[src/hdl/ccp_pkg.sv]
// ----------------------------------------------------------------------------
// ccp_pkg
// Shared types, constants and the gamma threshold builder for the pixel
// color correction pipeline.
// ----------------------------------------------------------------------------
package ccp_pkg;

    localparam int TABLE_DEPTH    = 256;
    localparam int LUT_ADDR_W     = 8;
    localparam int LIN_W          = 16;   // linear light, unsigned Q0.16
    localparam int COEF_W         = 16;   // signed matrix coefficient
    localparam int MATRIX_ENTRIES = 9;
    localparam int COEF_IDX_W     = 4;
    localparam int PIX_W          = 8;
    localparam int PROD_W         = COEF_W + LIN_W + 1;
    localparam int SUM_W          = PROD_W + 1;   // three products never need more
    localparam int GQ_MAX_W       = 17;           // widest gamma index plus one
    localparam int STEPS_PER_STAGE = 2;
    localparam int ENC_STAGES     = PIX_W / STEPS_PER_STAGE;
    localparam int CODE_COUNT     = 1 << PIX_W;

    // sRGB encode, scaled to integers:
    //   255*(1.055*x^(5/12) - 0.055) >= v  <=>  10761*x^(5/12) >= 40*v + 561
    // raised to the 12th power to clear the root.
    localparam int GAMMA_NUM  = 10761;
    localparam int GAMMA_STEP = 40;
    localparam int GAMMA_OFF  = 561;
    localparam int GAMMA_ROOT = 12;
    localparam int GAMMA_POW  = 5;
    // Linear toe: x <= 0.0031308, output 255*12.92*x = 16473/5 * x.
    localparam longint LIN_KNEE_NUM  = 31308;
    localparam longint LIN_KNEE_DEN  = 10000000;
    localparam longint LIN_SLOPE_NUM = 16473;
    localparam longint LIN_SLOPE_DEN = 5;
    localparam int BIG_W = 256;

    typedef enum logic [1:0] {
        OP_PIXEL       = 2'd0,
        OP_LOAD_TABLE  = 2'd1,
        OP_LOAD_MATRIX = 2'd2
    } opcode_t;

    typedef struct packed {
        opcode_t                opcode;
        logic [PIX_W-1:0]       red_in;
        logic [PIX_W-1:0]       green_in;
        logic [PIX_W-1:0]       blue_in;
        logic [LUT_ADDR_W-1:0]  entry_index;
        logic [LIN_W-1:0]       entry_value;
    } pixel_req_t;

    typedef struct packed {
        logic [PIX_W-1:0] red_out;
        logic [PIX_W-1:0] green_out;
        logic [PIX_W-1:0] blue_out;
    } pixel_rsp_t;

    // Entry v: smallest gamma index q whose encoded code reaches v.
    typedef logic [CODE_COUNT-1:0][GQ_MAX_W-1:0] gamma_thr_table_t;

    // Elaboration only. Exact integer decision per code, binary search over q.
    function automatic gamma_thr_table_t gamma_thresholds(input int gib);
        gamma_thr_table_t tbl;
        logic [BIG_W-1:0] l12;
        logic [BIG_W-1:0] r12;
        logic [BIG_W-1:0] qp;
        logic [BIG_W-1:0] lhs;
        logic [BIG_W-1:0] rhs;
        longint full;
        longint lo;
        longint hi;
        longint mid;
        bit     pred;
        int     v;
        int     i;
        tbl  = '0;
        full = longint'(1) << gib;
        l12  = BIG_W'(1);
        for (i = 0; i < GAMMA_ROOT; i++) begin
            l12 = l12 * BIG_W'(GAMMA_NUM);
        end
        for (v = 1; v < CODE_COUNT; v++) begin
            r12 = BIG_W'(1);
            for (i = 0; i < GAMMA_ROOT; i++) begin
                r12 = r12 * BIG_W'(GAMMA_STEP * v + GAMMA_OFF);
            end
            lo = 0;
            hi = full;
            while (lo < hi) begin
                mid = (lo + hi) >> 1;
                if (mid * LIN_KNEE_DEN <= LIN_KNEE_NUM * full) begin
                    pred = (LIN_SLOPE_NUM * mid >= longint'(v) * LIN_SLOPE_DEN * full);
                end
                else begin
                    qp = BIG_W'(1);
                    for (i = 0; i < GAMMA_POW; i++) begin
                        qp = qp * BIG_W'(mid);
                    end
                    lhs  = l12 * qp;
                    rhs  = r12 << (GAMMA_POW * gib);
                    pred = (lhs >= rhs);
                end
                if (pred) begin
                    hi = mid;
                end
                else begin
                    lo = mid + 1;
                end
            end
            tbl[v] = GQ_MAX_W'(lo);
        end
        return tbl;
    endfunction

endpackage

[src/hdl/ccp_lut_ram.sv]
// ----------------------------------------------------------------------------
// ccp_lut_ram
// Response table copy: one write port, one read port, registered read data.
// ----------------------------------------------------------------------------
module ccp_lut_ram (
    input  logic                          clk,
    input  logic                          wr_en,
    input  logic [ccp_pkg::LUT_ADDR_W-1:0] wr_addr,
    input  logic [ccp_pkg::LIN_W-1:0]      wr_data,
    input  logic                          rd_en,
    input  logic [ccp_pkg::LUT_ADDR_W-1:0] rd_addr,
    output logic [ccp_pkg::LIN_W-1:0]      rd_data
);
    import ccp_pkg::*;

    logic [LIN_W-1:0] mem [TABLE_DEPTH];
    logic [LIN_W-1:0] rd_data_reg;

    always_ff @(posedge clk)
    begin
        if (wr_en)
        begin
            mem[wr_addr] <= wr_data;
        end
    end

    always_ff @(posedge clk)
    begin
        if (rd_en)
        begin
            rd_data_reg <= mem[rd_addr];
        end
    end

    assign rd_data = rd_data_reg;

endmodule

[config.mk]
export PLATFORM = sky130hd
export DESIGN_NAME = ccp_lut_ram
export DESIGN_NICKNAME = d
export VERILOG_FILES = /design/src/hdl/ccp_pkg.sv /design/src/hdl/ccp_lut_ram.sv
export SDC_FILE = /design/constraint.sdc
export NUM_CORES = 2
export LEC_CHECK = 0
export ABC_AREA = 0
export BUFFER_PORTS_ARGS = -buffer_cell sky130_fd_sc_hd__buf_2
export CORE_MARGIN = 2
export CORE_UTILIZATION = 46
export DETAILED_ROUTE_END_ITERATION = 12
export PLACE_DENSITY_LB_ADDON = 0.05
export SLEW_MARGIN = 0
export SYNTH_ARGS = -nofsm -noshare
export SYNTH_HDL_FRONTEND = slang
export SYNTH_SLANG_ARGS = --single-unit
[constraint.sdc]
create_clock -name clk -period 3.75 [get_ports clk]
set_input_delay 0.5625 -clock clk [delete_from_list [all_inputs] [get_ports clk]]
set_output_delay 0.5625 -clock clk [all_outputs]
set_load 0.1 [all_outputs]
Word level (Yosys, flattened, before mapping)
Memory sizes are Yosys's and may differ from the RTL's. A register that Yosys moved wholly into a read port is not among the register bits.
Index checks and enable logic that the tools add are counted.
{"block": "op_classes", "muxes": 2}
{"op": "$mux W1", "count": 2}
{"block": "totals", "in_bits": 35, "mem_bits_rw": 4096, "output_inout_bits": 16, "memories": 1, "word_cells": 3, "ff_bits": 0}
{"memory": "mem", "words": 256, "word_bits": 16, "read_ports": 1, "rd_clocked_by_memory_dff": 1, "wr": 1, "line_no": "ccp_lut_ram.sv:16", "text": "logic [LIN_W-1:0] mem [TABLE_DEPTH];"}

Logic depth before layout (Yosys ltp)
{"block": "logic_depth", "ltp_word": 2, "ltp_mapped": 12, "depth_no_buf": 6}

Worst setup path after synthesis
Ideal clock, no wire load.
{"block": "synth_timing", "path_kind": "input-to-reg", "start": "in rd_addr[0] (netlist name)", "end": "reg rd_data_reg[4] (netlist: rd_data[4]) (read register of mem) (data pin)", "required_time_ns": 3.485, "stages": 8, "n_path_buf": 3, "setup_slack_ns": 0.939, "arrival_time_ns": 2.546, "setup_ns": 0.265, "path_cell_list": "buf_6 buf_6 buf_2 mux4_2 mux4_2 a22o_1 o32ai_2 nor4_2"}
{"element": "start, declared", "line_no": "ccp_lut_ram.sv:11", "text": "input logic [ccp_pkg::LUT_ADDR_W-1:0] rd_addr,"}
{"element": "end, declared", "line_no": "ccp_lut_ram.sv:17", "text": "logic [LIN_W-1:0] rd_data_reg;"}

==> flow_metrics.env <==
export IMPL_status="completed"
export IMPL_start_util=0.463
export IMPL_relSlewSlack=0.110
export IMPL_synth_edf_count=4112
export IMPL_placedCellCount=12300
export IMPL_synthTopCellsByCount="edfxtp_1 (4,112), mux4_2 (797), mux2i_1 (565), nor2_1 (304), o221ai_1 (252)"
export IMPL_startpoint_type="input pin"
export IMPL_cts_resized_gates=0
export IMPL_final_min_clock_period_ns=3.64
export IMPL_holdBufCountCts=1
export IMPL_fin_nets=8215
export IMPL_slew_viol_final=0
export IMPL_cts_buffers=433
export IMPL_grt_pass1_wl_um=637000
export IMPL_drc=0
export IMPL_max_freq_ghz=0.275
export IMPL_syn_mean_instance_area_sq_um=21.6
export IMPL_synth_nets=7395
export IMPL_synth_cells=7360
export IMPL_cts_tree="built"
export IMPL_crit_chain="buf_12 > buf_12 > buf_12 > buf_4 > mux4_2 > mux2_2 > a22oi_1 > buf_4 > nand2_1 > o32ai_1 > buf_4 > nor4_1"
export IMPL_grt_max_degree=120
export IMPL_grt_pass1_vias=79800
export IMPL_cts_sinks=4112
export IMPL_post_cts_buffers=0
export IMPL_path_delay_family="compound AO/OA/AOI/OAI gates"
export IMPL_ys_warn_count=0
export IMPL_place_gp_congestion=0.844
export IMPL_crit_reg2reg_launch="mem[11][15]"
export IMPL_worst_pin_slew_ns=1.32
export IMPL_ys_ff_latch=4112
export IMPL_vias=80700
export IMPL_rows=215
export IMPL_crit_fanout=20
export IMPL_hp_start="wr_data[7]"
export IMPL_fin_skew_ns=0.0505
export IMPL_setup_worst_path_start="rd_addr[0]"
export IMPL_worstPathBufferInverterCount=6
export IMPL_maxCapViolations=0
export IMPL_largest_reg_flops=4096
export IMPL_irDropWorstVdd_mv=0.384
export IMPL_rsz0062_at_grt="false"
export IMPL_drt_wl_total_um=458000
export IMPL_synthToLayoutAreaGrowth_pct=15.9
export IMPL_yosysTopAreaCell="edfxtp_1"
export IMPL_die_y_um=592
export IMPL_yosysMostFrequentCell="edfxtp_1"
export IMPL_clkLatencyLatePin_ns=1.00
export IMPL_setup_violations=0
export IMPL_fin_util=0.536
export IMPL_hold_class="input pin to flop"
export IMPL_first_pass_iters=6
export IMPL_drive_above_1_share=0.293
export IMPL_layout_cells_non_filler=13100
export IMPL_finalCritPeriodShare=0.971
export IMPL_dp_hpwl_um=282000
export IMPL_worstSetupPathType="input pin to flop"
export IMPL_leakagePower_nw=59.1
export IMPL_whs_ns=0.0404
export IMPL_slowest_stage="o32ai_1"
export IMPL_antenna_found_initial=29
export IMPL_ant_nets=0
export IMPL_synth_distinct_cells=51
export IMPL_p_total_mw=97.9
export IMPL_synth_area_top_cells="edfxtp_1 (78%), mux4_2 (11%), mux2i_1 (3.6%), o221ai_1 (1.4%), nor2_1 (0.72%)"
export IMPL_cts_root_buf="clkbuf_16"
export IMPL_first_iter_violations=9937
export IMPL_async_flop_share=0
export IMPL_synth_top_cell_area_share=0.777
export IMPL_vias_per_cell=6.15
export IMPL_critical_path_required_ns=4.46
export IMPL_htreeDepth=5
export IMPL_p_per_area_nw_per_um2=532
export IMPL_worstPathArrival_ns=4.35
export IMPL_slowest_delay_ns=0.72
export IMPL_die_w_um=592
export IMPL_fill_cells=26600
export IMPL_wl_per_cell_um=34.9
export IMPL_die_area_sq_um=350000
export IMPL_grt_usage=0.261
export IMPL_ys_flop_type="edfxtp_1"
export IMPL_cp_end_kind="flop"
export IMPL_tns_ns=0
export IMPL_pin_count=51
export IMPL_netlist_area_sq_um=159000
export IMPL_cts_clk_slew_worst_paths_ns=0.06
export IMPL_core_sq_um=343000
export IMPL_grt_overflow=0
export IMPL_port_buffers=50
export IMPL_clockBufferDepth=4
export IMPL_synth_seq_area_share=0.777
export IMPL_hold_viol=0
==> stage by stage <==
stage	area (sq um)	worst slack, ns
2_1_floorplan	159000	0.939
3_3_place_gp	170000	-0.970
3_5_place_dp	170000	-0.907
4_1_cts	184000	0.130
5_1_grt	184000	0.0997
6_report	184000	0.110
==> cell families after synthesis <==
group / Yosys count / synth area share
flip-flops: 4112 / 0.777
multiplexers: 1450 / 0.155
AO/OA/AOI/OAI: 786 / 0.0353
buffers and inverters: 456 / 0.0169
AND/OR/NAND/NOR: 556 / 0.0157
==> final timing paths <==
path	slack (ns)	depth (start not counted)	end
setup / recovery	0.11	12	rd_data[14]
hold / removal	0.04	1	mem[242][7]
setup reg to reg	0.27	8	rd_data[15]
hold reg to reg	1.25	5	rd_data[5]
==> layout make-up <==
type | count | area, sq um | area share
antenna | 7 | 17.5 | 0.0000952
clock buffer | 534 | 11400 | 0.0618
clock inverter | 268 | 2410 | 0.0131
inverter | 4 | 27.5 | 0.000150
multi-input combinational | 2792 | 33200 | 0.180
sequential | 4112 | 123000 | 0.671
tap | 4557 | 5700 | 0.0310
timing repair buffer | 837 | 7850 | 0.0427
==> power breakdown <==
part	internal [mW]	leakage, nW	total [mW]	switching [mW]
Clock	24.1	6.75	41.8	17.7
Sequential	50.7	37.0	50.8	0.0675
Combinational	1.88	15.4	5.39	3.50
==> worst reg2reg max path, delay by kind of cell, from the launching register on <==
family / cells / cell delay, ns
mux: 2 / 0.75
flops: 1 / 0.37
compound gates: 2 / 1.48
simple gates: 2 / 0.13
buf+inv: 2 / 0.51
==> layer usage <==
layer / track usage / wire length [um]
met5: 0 / 30
met4: 0.0680 / 11800
met3: 0.0401 / 34400
met2: 0.408 / 215000
met1: 0.385 / 196000
==> cells in the final DEF, fill, tap and decap left out, drive strengths merged, types with 7 or more instances in the layout <==
cell      netlist  final
edfxtp       4112   4112
buf           222    835
mux4          797    797
mux2i         565    565
clkbuf        230    535
nor2          304    304
o221ai        253    253
clkinv          0    208
a21oi         175    175
o22ai         148    148
nor3           92     92
mux2           88     88
a22oi          43     43
nand2          38     38
o21ai          38     38
bufinv          0     37
nand3          35     35
a22o           32     32
a221oi         28     28
nand4          26     26
o32ai          21     21
a211oi         18     18
nor4           18     18
inv             4     17
o31ai          16     16
and3           11     11
clkinvlp        0     10
nor2b           9      9
diode           0      7
Power figures use the tool's default switching activity.
