--- config.mk ---
export PLATFORM = sky130hd
export DESIGN_NAME = ccp_gamma_encode
export DESIGN_NICKNAME = d
export VERILOG_FILES = /design/src/hdl/ccp_pkg.sv /design/src/hdl/ccp_gamma_encode.sv
export SDC_FILE = /design/constraint.sdc
export NUM_CORES = 1
export LEC_CHECK = 0
export BUFFER_PORTS_ARGS = -buffer_cell sky130_fd_sc_hd__buf_2
export CELL_PAD_IN_SITES_DETAIL_PLACEMENT = 1
export CELL_PAD_IN_SITES_GLOBAL_PLACEMENT = 1
export CORE_MARGIN = 2
export CORE_UTILIZATION = 30
export CTS_BUF_LIST = sky130_fd_sc_hd__clkbuf_4 sky130_fd_sc_hd__clkbuf_8
export CTS_CLUSTER_DIAMETER = 30
export DETAILED_ROUTE_END_ITERATION = 10
export PLACE_DENSITY = 0.57
export SYNTH_ARGS = -nofsm -noshare
export SYNTH_HDL_FRONTEND = slang
export SYNTH_SLANG_ARGS = --single-unit
--- constraint.sdc ---
create_clock -name clk -period 5.9 [get_ports clk]
set_input_delay 1.18 -clock clk [delete_from_list [all_inputs] [get_ports clk]]
set_output_delay 1.18 -clock clk [all_outputs]
set_load 0.05 [all_outputs]
--- src/hdl/ccp_pkg.sv ---
// ----------------------------------------------------------------------------
// ccp_pkg
// Shared types, constants and the gamma threshold builder for the pixel
// color correction pipeline.
// ----------------------------------------------------------------------------
package ccp_pkg;

    localparam int TABLE_DEPTH    = 256;
    localparam int LUT_ADDR_W     = 8;
    localparam int LIN_W          = 16;   // linear light, unsigned Q0.16
    localparam int COEF_W         = 16;   // signed matrix coefficient
    localparam int MATRIX_ENTRIES = 9;
    localparam int COEF_IDX_W     = 4;
    localparam int PIX_W          = 8;
    localparam int PROD_W         = COEF_W + LIN_W + 1;
    localparam int SUM_W          = PROD_W + 1;   // three products never need more
    localparam int GQ_MAX_W       = 17;           // widest gamma index plus one
    localparam int STEPS_PER_STAGE = 2;
    localparam int ENC_STAGES     = PIX_W / STEPS_PER_STAGE;
    localparam int CODE_COUNT     = 1 << PIX_W;

    // sRGB encode, scaled to integers:
    //   255*(1.055*x^(5/12) - 0.055) >= v  <=>  10761*x^(5/12) >= 40*v + 561
    // raised to the 12th power to clear the root.
    localparam int GAMMA_NUM  = 10761;
    localparam int GAMMA_STEP = 40;
    localparam int GAMMA_OFF  = 561;
    localparam int GAMMA_ROOT = 12;
    localparam int GAMMA_POW  = 5;
    // Linear toe: x <= 0.0031308, output 255*12.92*x = 16473/5 * x.
    localparam longint LIN_KNEE_NUM  = 31308;
    localparam longint LIN_KNEE_DEN  = 10000000;
    localparam longint LIN_SLOPE_NUM = 16473;
    localparam longint LIN_SLOPE_DEN = 5;
    localparam int BIG_W = 256;

    typedef enum logic [1:0] {
        OP_PIXEL       = 2'd0,
        OP_LOAD_TABLE  = 2'd1,
        OP_LOAD_MATRIX = 2'd2
    } opcode_t;

    typedef struct packed {
        opcode_t                opcode;
        logic [PIX_W-1:0]       red_in;
        logic [PIX_W-1:0]       green_in;
        logic [PIX_W-1:0]       blue_in;
        logic [LUT_ADDR_W-1:0]  entry_index;
        logic [LIN_W-1:0]       entry_value;
    } pixel_req_t;

    typedef struct packed {
        logic [PIX_W-1:0] red_out;
        logic [PIX_W-1:0] green_out;
        logic [PIX_W-1:0] blue_out;
    } pixel_rsp_t;

    // Entry v: smallest gamma index q whose encoded code reaches v.
    typedef logic [CODE_COUNT-1:0][GQ_MAX_W-1:0] gamma_thr_table_t;

    // Elaboration only. Exact integer decision per code, binary search over q.
    function automatic gamma_thr_table_t gamma_thresholds(input int gib);
        gamma_thr_table_t tbl;
        logic [BIG_W-1:0] l12;
        logic [BIG_W-1:0] r12;
        logic [BIG_W-1:0] qp;
        logic [BIG_W-1:0] lhs;
        logic [BIG_W-1:0] rhs;
        longint full;
        longint lo;
        longint hi;
        longint mid;
        bit     pred;
        int     v;
        int     i;
        tbl  = '0;
        full = longint'(1) << gib;
        l12  = BIG_W'(1);
        for (i = 0; i < GAMMA_ROOT; i++) begin
            l12 = l12 * BIG_W'(GAMMA_NUM);
        end
        for (v = 1; v < CODE_COUNT; v++) begin
            r12 = BIG_W'(1);
            for (i = 0; i < GAMMA_ROOT; i++) begin
                r12 = r12 * BIG_W'(GAMMA_STEP * v + GAMMA_OFF);
            end
            lo = 0;
            hi = full;
            while (lo < hi) begin
                mid = (lo + hi) >> 1;
                if (mid * LIN_KNEE_DEN <= LIN_KNEE_NUM * full) begin
                    pred = (LIN_SLOPE_NUM * mid >= longint'(v) * LIN_SLOPE_DEN * full);
                end
                else begin
                    qp = BIG_W'(1);
                    for (i = 0; i < GAMMA_POW; i++) begin
                        qp = qp * BIG_W'(mid);
                    end
                    lhs  = l12 * qp;
                    rhs  = r12 << (GAMMA_POW * gib);
                    pred = (lhs >= rhs);
                end
                if (pred) begin
                    hi = mid;
                end
                else begin
                    lo = mid + 1;
                end
            end
            tbl[v] = GQ_MAX_W'(lo);
        end
        return tbl;
    endfunction

endpackage

--- src/hdl/ccp_gamma_encode.sv ---
// ----------------------------------------------------------------------------
// ccp_gamma_encode
// sRGB encode of one channel: pipelined binary search of the code threshold
// table, two code bits per stage.
// ----------------------------------------------------------------------------
module ccp_gamma_encode #(
    parameter int GAMMA_INDEX_BITS = 12
) (
    input  logic                        clk,
    input  logic                        en,
    input  logic [GAMMA_INDEX_BITS:0]   q_in,
    output logic [ccp_pkg::PIX_W-1:0]   code_out
);
    import ccp_pkg::*;

    localparam int GQ_W = GAMMA_INDEX_BITS + 1;
    localparam gamma_thr_table_t THR = gamma_thresholds(GAMMA_INDEX_BITS);

    logic [GQ_W-1:0]  q_src     [ENC_STAGES];
    logic [PIX_W-1:0] code_src  [ENC_STAGES];
    logic [PIX_W-1:0] code_next [ENC_STAGES];
    logic [PIX_W-1:0] code_reg  [ENC_STAGES];
    logic [GQ_W-1:0]  q_reg     [ENC_STAGES-1];

    // Try each bit from the top; keep it if q reaches that code's threshold.
    function automatic logic [PIX_W-1:0] search_steps(
        input logic [GQ_W-1:0]  q,
        input logic [PIX_W-1:0] code,
        input int               top_bit
    );
        logic [PIX_W-1:0] c;
        logic [PIX_W-1:0] cand;
        c = code;
        for (int k = 0; k < STEPS_PER_STAGE; k++)
        begin
            cand = c | (PIX_W'(1) << (top_bit - k));
            if (q >= THR[cand][GQ_W-1:0])
            begin
                c = cand;
            end
        end
        return c;
    endfunction

    for (genvar s = 0; s < ENC_STAGES; s++)
    begin : g_stage
        if (s == 0)
        begin : g_first
            assign q_src[s]    = q_in;
            assign code_src[s] = '0;
        end
        else
        begin : g_rest
            assign q_src[s]    = q_reg[s-1];
            assign code_src[s] = code_reg[s-1];
        end
        assign code_next[s] = search_steps(q_src[s], code_src[s],
                                           PIX_W - 1 - s * STEPS_PER_STAGE);
    end

    always_ff @(posedge clk)
    begin
        if (en)
        begin
            code_reg <= code_next;
            for (int s = 0; s < ENC_STAGES - 1; s++)
            begin
                q_reg[s] <= q_src[s];
            end
        end
    end

    assign code_out = code_reg[ENC_STAGES-1];

endmodule

-- Word level (Yosys, flattened, before mapping)
Memories as Yosys holds them, arrays and structs flattened.
Index checks and enable logic that the tools add are counted.
- magnitude comparators: 15
- multiplexer cells: 13
- operator list (cell ; number):
    13-bit >= comparator ; 7
    13-bit 2-to-1 mux ; 7
    8-bit by 9-bit less-than comparator with 1-bit output, second input constant ; 7
    13-bit by 10-bit >= comparator with 1-bit output, second input constant ; 1
    8-bit 2-to-1 mux ; 1
    6-bit 2-to-1 mux ; 1
    4-bit 2-to-1 mux ; 1
    1-bit 2-to-1 mux ; 2
    2-bit 2-to-1 mux ; 1
- output and inout bits: 8
- bits in writable memories: 39
- memory bits (read-only): 15232
- register bits: 32
- memories: 8
- bits of input ports: 15
- memory list (memory ; depth ; width ; read ports ; clocked after Yosys merged registers in ; wr ports ; line ; text):
    (name not given) ; 128 ; 17 ; 1 ; 0 ; 0 ; ccp_gamma_encode.sv:37 ; if (q >= THR[cand][GQ_W-1:0])
    (name not given) ; 128 ; 17 ; 1 ; 0 ; 0 ; ccp_gamma_encode.sv:37 ;
    (name not given) ; 128 ; 17 ; 1 ; 0 ; 0 ; ccp_gamma_encode.sv:37 ;
    (name not given) ; 128 ; 17 ; 1 ; 0 ; 0 ; ccp_gamma_encode.sv:37 ;
    (name not given) ; 128 ; 17 ; 1 ; 0 ; 0 ; ccp_gamma_encode.sv:37 ;
    (name not given) ; 128 ; 17 ; 1 ; 0 ; 0 ; ccp_gamma_encode.sv:37 ;
    2 more memories ; n/a ; n/a ; n/a ; n/a ; n/a ; n/a ;

-- Depth between registers and ports, before layout
Gate-level depths: netlist of the first run.
- word-level depth: 7
- depth in mapped cells: 37
- depth with buffers taken out: 34

-- Worst setup path after synthesis of the first run
Ideal clock, no wire load.
- path kind: register -> register
- start: register code_reg[11] (netlist name)
- end: register code_reg (netlist bit code_out[0]), data pin
- setup time: 0.262 ns
- cell stages (with the launch flop): 33
- setup slack: -0.167 ns
- data required time: 5.638 ns
- data arrival time: 5.805 ns
- buffers on the path: 5
- path through: edfxtp_1 -> inv_1 -> clkbuf_1 -> buf_1 -> ha_1 -> clkbuf_1 -> nand2b_1 -> o21ai_0 -> nand2_1 -> a311oi_1 -> a21oi_1 -> ha_1 -> and2_0 -> o21ai_2 -> nand2_1 -> o21a_1 -> buf_6 -> buf_6 -> ha_1 -> nand2_1 -> a21boi_0 -> nand2_1 -> o2111ai_1 -> a41oi_1 -> ha_1 -> nand2b_1 -> a21oi_1 -> nor2b_1 -> o21ai_0 -> a21oi_1 -> o2111ai_1 -> and3_1 -> o21ai_0
- longest elaborated chain between the ends: 7
- ends and longest elaborated chain (item ; line ; text):
    start, declared ; ccp_gamma_encode.sv:22 ; logic [PIX_W-1:0] code_reg [ENC_STAGES];
    start signal, assigned ; ccp_gamma_encode.sv:65 ; code_reg <= code_next;
    memory read 128 x 17 bit ; n/a ;
    13-bit 2-to-1 mux (not written as such) ; ccp_gamma_encode.sv:37 ;
    13-bit >= comparator ; ccp_gamma_encode.sv:37 ;
    2-bit 2-to-1 mux ; ccp_gamma_encode.sv:37 ;
    memory read 128 x 17 bit * ; n/a ;
    13-bit 2-to-1 mux (not written as such) * ; ccp_gamma_encode.sv:37 ;
    13-bit >= comparator * ; ccp_gamma_encode.sv:37 ;
Mark *: on every way between the ends. The rest lies on a longest branch, timed or not. The select of a mux whose other input is x is not followed.
A chain may end at the register's enable or synchronous reset.

-- Worst setup path after layout of the first run
Ends and elaborated chain as after synthesis.

==> results of run 1 <==
-- layer usage --
metal | share of wire | global-route usage | wire [µm] | up-vias
met5 | 0 | 0 | 0 | -
met4 | 0.032 | 0.07645 | 884 | 0
met3 | 0.050 | 0.03673 | 1363 | 58
met2 | 0.48 | 0.3560 | 13100 | 203
met1 | 0.44 | 0.2733 | 12110 | 3581
li1 | - | - | - | 3522
-- cell usage after synthesis (4+ instances only) --
cell / number / area share
ha_1: 112 / 0.19
nand2_1: 98 / 0.051
a21oi_1: 94 / 0.065
o21ai_0: 83 / 0.057
nor2_1: 72 / 0.037
edfxtp_1: 59 / 0.24
clkbuf_1: 46 / 0.024
inv_1: 32 / 0.017
o211ai_1: 21 / 0.022
a31oi_1: 20 / 0.017
nor3_1: 20 / 0.014
buf_1: 18 / 0.0093
nand3_1: 15 / 0.010
nand2b_1: 13 / 0.011
o21a_1: 13 / 0.013
a21o_1: 12 / 0.012
nor2b_1: 12 / 0.010
o22ai_1: 11 / 0.0095
a211oi_1: 10 / 0.010
mux2i_1: 9 / 0.012
o31ai_1: 9 / 0.0093
a22oi_1: 8 / 0.0083
o2111ai_1: 8 / 0.0096
nand4_1: 7 / 0.0060
a211o_1: 6 / 0.0072
and3_1: 6 / 0.0052
a221oi_1: 5 / 0.0060
a311oi_1: 5 / 0.0060
o221ai_1: 5 / 0.0060
a32oi_1: 4 / 0.0048
buf_2: 4 / 0.0028
o311ai_0: 4 / 0.0048
-- worst max-delay path by stage --
stage | from | end | slack [ns] | depth (start not counted)
floorplan | code_reg[12] | code_out[0] | 0.03 | 34
global placement | code_reg[11] | code_out[0] | -0.19 | 26
detailed placement | code_reg[11] | code_out[0] | -0.22 | 26
CTS | code_reg[20] | code_reg[10] | 0.02 | 28
global route | code_reg[11] | code_out[0] | -0.0008 | 28
finish | code_reg[11] | code_out[0] | 0.32 | 29
-- cells by family after synthesis --
| family | Yosys count | share of synthesized area |
|---|---|---|
| AO/OA/AOI/OAI | 357 | 0.3204 |
| adder cells (fa/ha/maj) | 112 | 0.1929 |
| buffers and inverters | 105 | 0.05788 |
| flip-flops | 59 | 0.2439 |
| multiplexers | 13 | 0.02326 |
| AND/OR/NAND/NOR | 260 | 0.1616 |
-- cell type report --
class / instances / share of cell area
clock buffer: 9 / 0.01461
clock inverter: 6 / 0.006791
inverter: 34 / 0.01535
multi-input combinational: 742 / 0.6119
sequential: 59 / 0.2090
tap: 319 / 0.04709
timing repair buffer: 106 / 0.09522
-- through the flow --
stage / worst slack [ns] / utilization / power, mW / area [µm²]
5_1_grt: -0.0008265 / 0.3589 / 2.034 / 8476
2_1_floorplan: 0.02778 / - / 1.162 / 7266
4_1_cts: 0.01858 / 0.3539 / 1.873 / 8356
6_report: 0.3177 / 0.3589 / 1.894 / 8476
3_3_place_gp: -0.1856 / 0.3459 / 1.513 / 8168
3_5_place_dp: -0.2158 / 0.3459 / 1.513 / 8168
-- report_power, final --
group | total (mW) | internal [mW] | switching [mW]
logic | 1.00 | 0.395 | 0.609
clock network | 0.352 | 0.189 | 0.163
registers | 0.538 | 0.502 | 0.0365
-- what timing repair did --
item / 4_1_cts / 5_1_grt
setup buffers: 0 / 1
gates cloned: 0 / 0
pin swaps: 0 / 2
hold endpoints to repair: 0 / 0
setup endpoints to repair: 1 / 2
resized for setup: 4 / 34
==> impl_metrics.py, run 1 <==
metrics = {
    "outcome": {
        "status": "finished, final reports clean",
    },
    "final_layout": {
        "area_growth_pct": 16.69,
        "final_cell_mix": "105 x ha_1, 97 x nand2_1, 92 x a21oi_1",
        "diodes": 0,
        "stdcell_count": 1275,
        "drive_gt1_frac": 0.1747,
        "nets": 1079,
        "fillCellCount": 2870,
        "largest_reg_flops": 39,
        "ff_latch_area_mm2": 0.001772,
        "final_common_cell": "ha_1",
        "multi_input_area_mm2": 0.005186,
    },
    "synth": {
        "synthFlopType": "edfxtp_1",
        "async_reset_ff_frac": 0,
        "synth_edf_count": 59,
        "synth-seq-cells": 59,
        "avgSynthCellArea_um2": 8.017,
        "yosys_warnings": 0,
        "synth.distinct_cells": 75,
        "syn_inst": 906,
        "netlist_area_mm2": 0.007263,
        "yosysSeqAreaShare": 0.2439,
        "synth_fp_nets": 1033,
    },
    "clocking": {
        "clock_path_buffers": 2,
        "cts_hold_buf": 0,
        "cts_buffers": 9,
        "cts_tree": "yes",
        "clock_sinks": 59,
        "clk_pin_slew_ns": 0.08,
        "clock_latency_ns": 0.35,
        "cts_root_buf": "clkbuf_8",
        "htreeDepth": 3,
    },
    "worst_setup_path": {
        "reg2reg_to": "code_out[0]",
        "r2r_slack_ns": 0.32,
        "crit_path_max_fanout": 8,
        "crit_path_end_kind": "flip-flop",
        "crit_type": "reg2reg",
        "r2r-start": "code_reg[11]",
        "start_kind": "flip-flop",
        "crit_required_ns": 5.99,
        "cp_num_buf_inv": 4,
        "crit_family": "compound AO/OA/AOI/OAI gates",
        "worst_ep_arrival_time_ns": 5.68,
        "cp_slowest_cell": "mux4_2",
        "reg2regPathDepth": 29,
        "max_stage_delay_ns": 0.49,
    },
    "grt": {
        "grt_start_max_net_pins": 65,
        "antenna_found_initial": 0,
        "grt_pass1_wl_um": 42750,
        "grt_usage": 0.2121,
        "overflow": 0,
        "grt_pass1_vias": 7404,
    },
    "timing": {
        "timing_hold_violations_final": 0,
        "tns_ns": 0,
        "slew_viol_final": 0,
        "fmaxAchievable_mhz": 179.1,
        "tightest_slew_ns": 0.7693,
        "setup-violations-final": 0,
        "post-route-min-period_ns": 5.582,
        "slew_headroom": 0.4860,
        "finalCritPeriodShare": 0.9462,
        "whs_ns": 0.4530,
        "skew_ns": 0.01423,
    },
    "drt": {
        "wirelength_um": 27460,
        "drcViolationCount": 0,
        "antenna_left": 0,
        "dr.pass1.iters": 7,
        "vias": 7364,
        "wl_per_cell_um": 21.54,
        "first_iter_violations": 459,
        "vias_per_cell": 5.776,
    },
    "power": {
        "leakage_nw": 3.432,
        "vdd_drop_max_uv": 110.8,
        "cellPowerDensity_mw_per_mm2": 223.5,
    },
    "floorplan": {
        "die_area_mm2": 0.02547,
        "rows": 56,
        "core_mm2": 0.02361,
        "initial_core_util": 0.3076,
        "dieWidth_um": 159.6,
        "pin_count": 23,
        "die_height_um": 159.6,
    },
    "place": {
        "hpwl_um": 20620,
        "io_buffers": 22,
        "place.gp.congestion": 0.9034,
        "place_inst": 1259,
    },
    "flow_run": {
        "maxCapViolCount": 0,
    },
    "min_path": {
        "hold_depth": 0,
        "min_path_type": "reg2reg",
        "hp-start": "q_reg[0][12]",
        "hold_end": "q_reg[0][25]",
    },
}
Power figures use the tool's default switching activity.
==> inputs of run 2 (changes only) <==
--- a/config.mk
+++ b/config.mk
@@ -6,14 +6,12 @@
 export NUM_CORES = 1
 export LEC_CHECK = 0
 export BUFFER_PORTS_ARGS = -buffer_cell sky130_fd_sc_hd__buf_2
-export CELL_PAD_IN_SITES_DETAIL_PLACEMENT = 1
-export CELL_PAD_IN_SITES_GLOBAL_PLACEMENT = 1
 export CORE_MARGIN = 2
 export CORE_UTILIZATION = 30
 export CTS_BUF_LIST = sky130_fd_sc_hd__clkbuf_4 sky130_fd_sc_hd__clkbuf_8
 export CTS_CLUSTER_DIAMETER = 30
 export DETAILED_ROUTE_END_ITERATION = 10
-export PLACE_DENSITY = 0.57
+export PLACE_DENSITY = 0.46
 export SYNTH_ARGS = -nofsm -noshare
 export SYNTH_HDL_FRONTEND = slang
 export SYNTH_SLANG_ARGS = --single-unit
==> impl_metrics.py, run 2 (synthesized netlist as in run 1, its figures left out) <==
metrics = {
    "grt": {
        "grt_pass1_wl_um": 40360,
        "grt_usage": 0.1994,
        "overflow": 0,
        "grt_pass1_vias": 7181,
        "antenna_found_initial": 0,
        "grt_start_max_net_pins": 62,
    },
    "flow_run": {
        "maxCapViolCount": 0,
    },
    "final_layout": {
        "final_common_cell": "ha_1",
        "nets": 1104,
        "diodes": 0,
        "area_growth_pct": 19.38,
        "largest_reg_flops": 39,
        "final_area_mm2": 0.008671,
        "final_cell_mix": "105 x ha_1, 103 x buf_4, 97 x nand2_1",
        "drive_gt1_frac": 0.1976,
    },
    "drt": {
        "wl_met1_um": 11260,
        "met2_length_um": 11680,
        "wl_per_cell_um": 19.58,
        "first_iter_violations": 798,
        "wl_met3_um": 1548,
        "vias_per_cell": 5.702,
        "drcViolationCount": 0,
        "vias": 7418,
        "antenna_left": 0,
        "wirelength_um": 25480,
        "dr.pass1.iters": 5,
        "maxUsedRoutingLayer": "met4",
    },
    "floorplan": {
        "rows": 56,
        "die_height_um": 159.6,
        "initial_core_util": 0.3076,
        "core_mm2": 0.02361,
        "pin_count": 23,
        "die_area_mm2": 0.02547,
        "dieWidth_um": 159.6,
    },
    "timing": {
        "finalCritPeriodShare": 0.9415,
        "slew_headroom": 0.5011,
        "timing_hold_violations_final": 0,
        "tightest_slew_ns": 0.7483,
        "post-route-min-period_ns": 5.555,
        "setup-violations-final": 0,
        "skew_ns": 0.009188,
        "whs_ns": 0.4577,
        "tns_ns": 0,
        "slew_viol_final": 0,
        "fmaxAchievable_mhz": 180.0,
    },
    "min_path": {
        "min_path_type": "reg2reg",
    },
    "power": {
        "finalPower_mw": 1.960,
        "leakage_nw": 3.561,
        "cellPowerDensity_mw_per_mm2": 226.1,
        "vdd_drop_max_uv": 103.6,
    },
    "place": {
        "place_area_mm2": 0.008308,
        "hpwl_um": 19370,
        "io_buffers": 22,
        "place.gp.congestion": 0.9133,
    },
    "worst_setup_path": {
        "worst_ep_arrival_time_ns": 5.66,
        "start_kind": "flip-flop",
        "crit_path_max_fanout": 28,
        "cp_slowest_cell": "edfxtp_1",
        "crit_path_end_kind": "flip-flop",
        "crit_type": "reg2reg",
        "max_stage_delay_ns": 0.52,
        "crit_required_ns": 6.00,
    },
    "clocking": {
        "clock_latency_ns": 0.35,
        "cts_tree": "yes",
        "clock_sinks": 59,
        "htreeDepth": 3,
        "clk_pin_slew_ns": 0.07,
        "cts_root_buf": "clkbuf_8",
        "cts_buffers": 9,
        "cts_hold_buf": 0,
        "clock_path_buffers": 2,
    },
    "outcome": {
        "status": "finished, final reports clean",
    },
}
==> run 2: power breakdown <==
| part | switching, mW | internal [mW] |
|---|---|---|
| registers | 0.0327 | 0.501 |
| clock network | 0.170 | 0.243 |
| logic | 0.596 | 0.417 |
| total | 0.799 | 1.16 |
==> run 2: area by class of cell <==
| cell class | count | area, µm² |
|---|---|---|
| Timing Repair Buffer | 131 | 977.2 |
| Sequential cell | 59 | 1772 |
| Inverter | 34 | 130.1 |
| Fill cell | 2507 | 14940 |
| Clock buffer | 10 | 131.4 |
| Clock inverter | 6 | 88.84 |
| Tap cell | 319 | 399.1 |
| Multi-Input combinational cell | 742 | 5172 |
==> run 2: per-layer routing <==
| metal | global-route usage | up-vias |
|---|---|---|
| met5 | 0 | - |
| met4 | 0.08306 | 0 |
| met3 | 0.03517 | 71 |
| met2 | 0.3239 | 296 |
| met1 | 0.2610 | 3463 |
| li1 | - | 3588 |
==> run 2: repair_timing <==
action | in CTS | in global routing
gates resized for setup | 0 | 40
buffers inserted | 0 | 4
endpoints found under the setup margin | 0 | 2
==> run 2: worst paths after layout <==
path / from / to / slack (ns) / cells after the start
max reg2reg: code_reg[13] / code_out[0] / 0.35 / 29
min: q_reg[0][12] / q_reg[0][25] / 0.46 / 0
min reg2reg: q_reg[0][12] / q_reg[0][25] / 0.46 / 0
max: code_reg[13] / code_out[0] / 0.35 / 29
==> run 2: through the flow <==
stage / std cells / util / setup WS (ns)
after global placement: 1281 / 0.3518 / 0.1081
final: 1301 / 0.3672 / 0.3452
after floorplan: 906 / - / 0.02778
after detailed placement: 1281 / 0.3518 / 0.1172
after global routing: 1301 / 0.3672 / -0.04494
after CTS: 1297 / 0.3612 / 0.08648
==> run 2: worst max-delay path: cells and delay by family (launching register included) <==
kind | cells | cell delay [ns]
flops | 1 | 0.52
compound gates | 13 | 2.38
simple gates | 8 | 0.73
fa+ha+maj | 3 | 0.83
buf+inv | 5 | 0.84
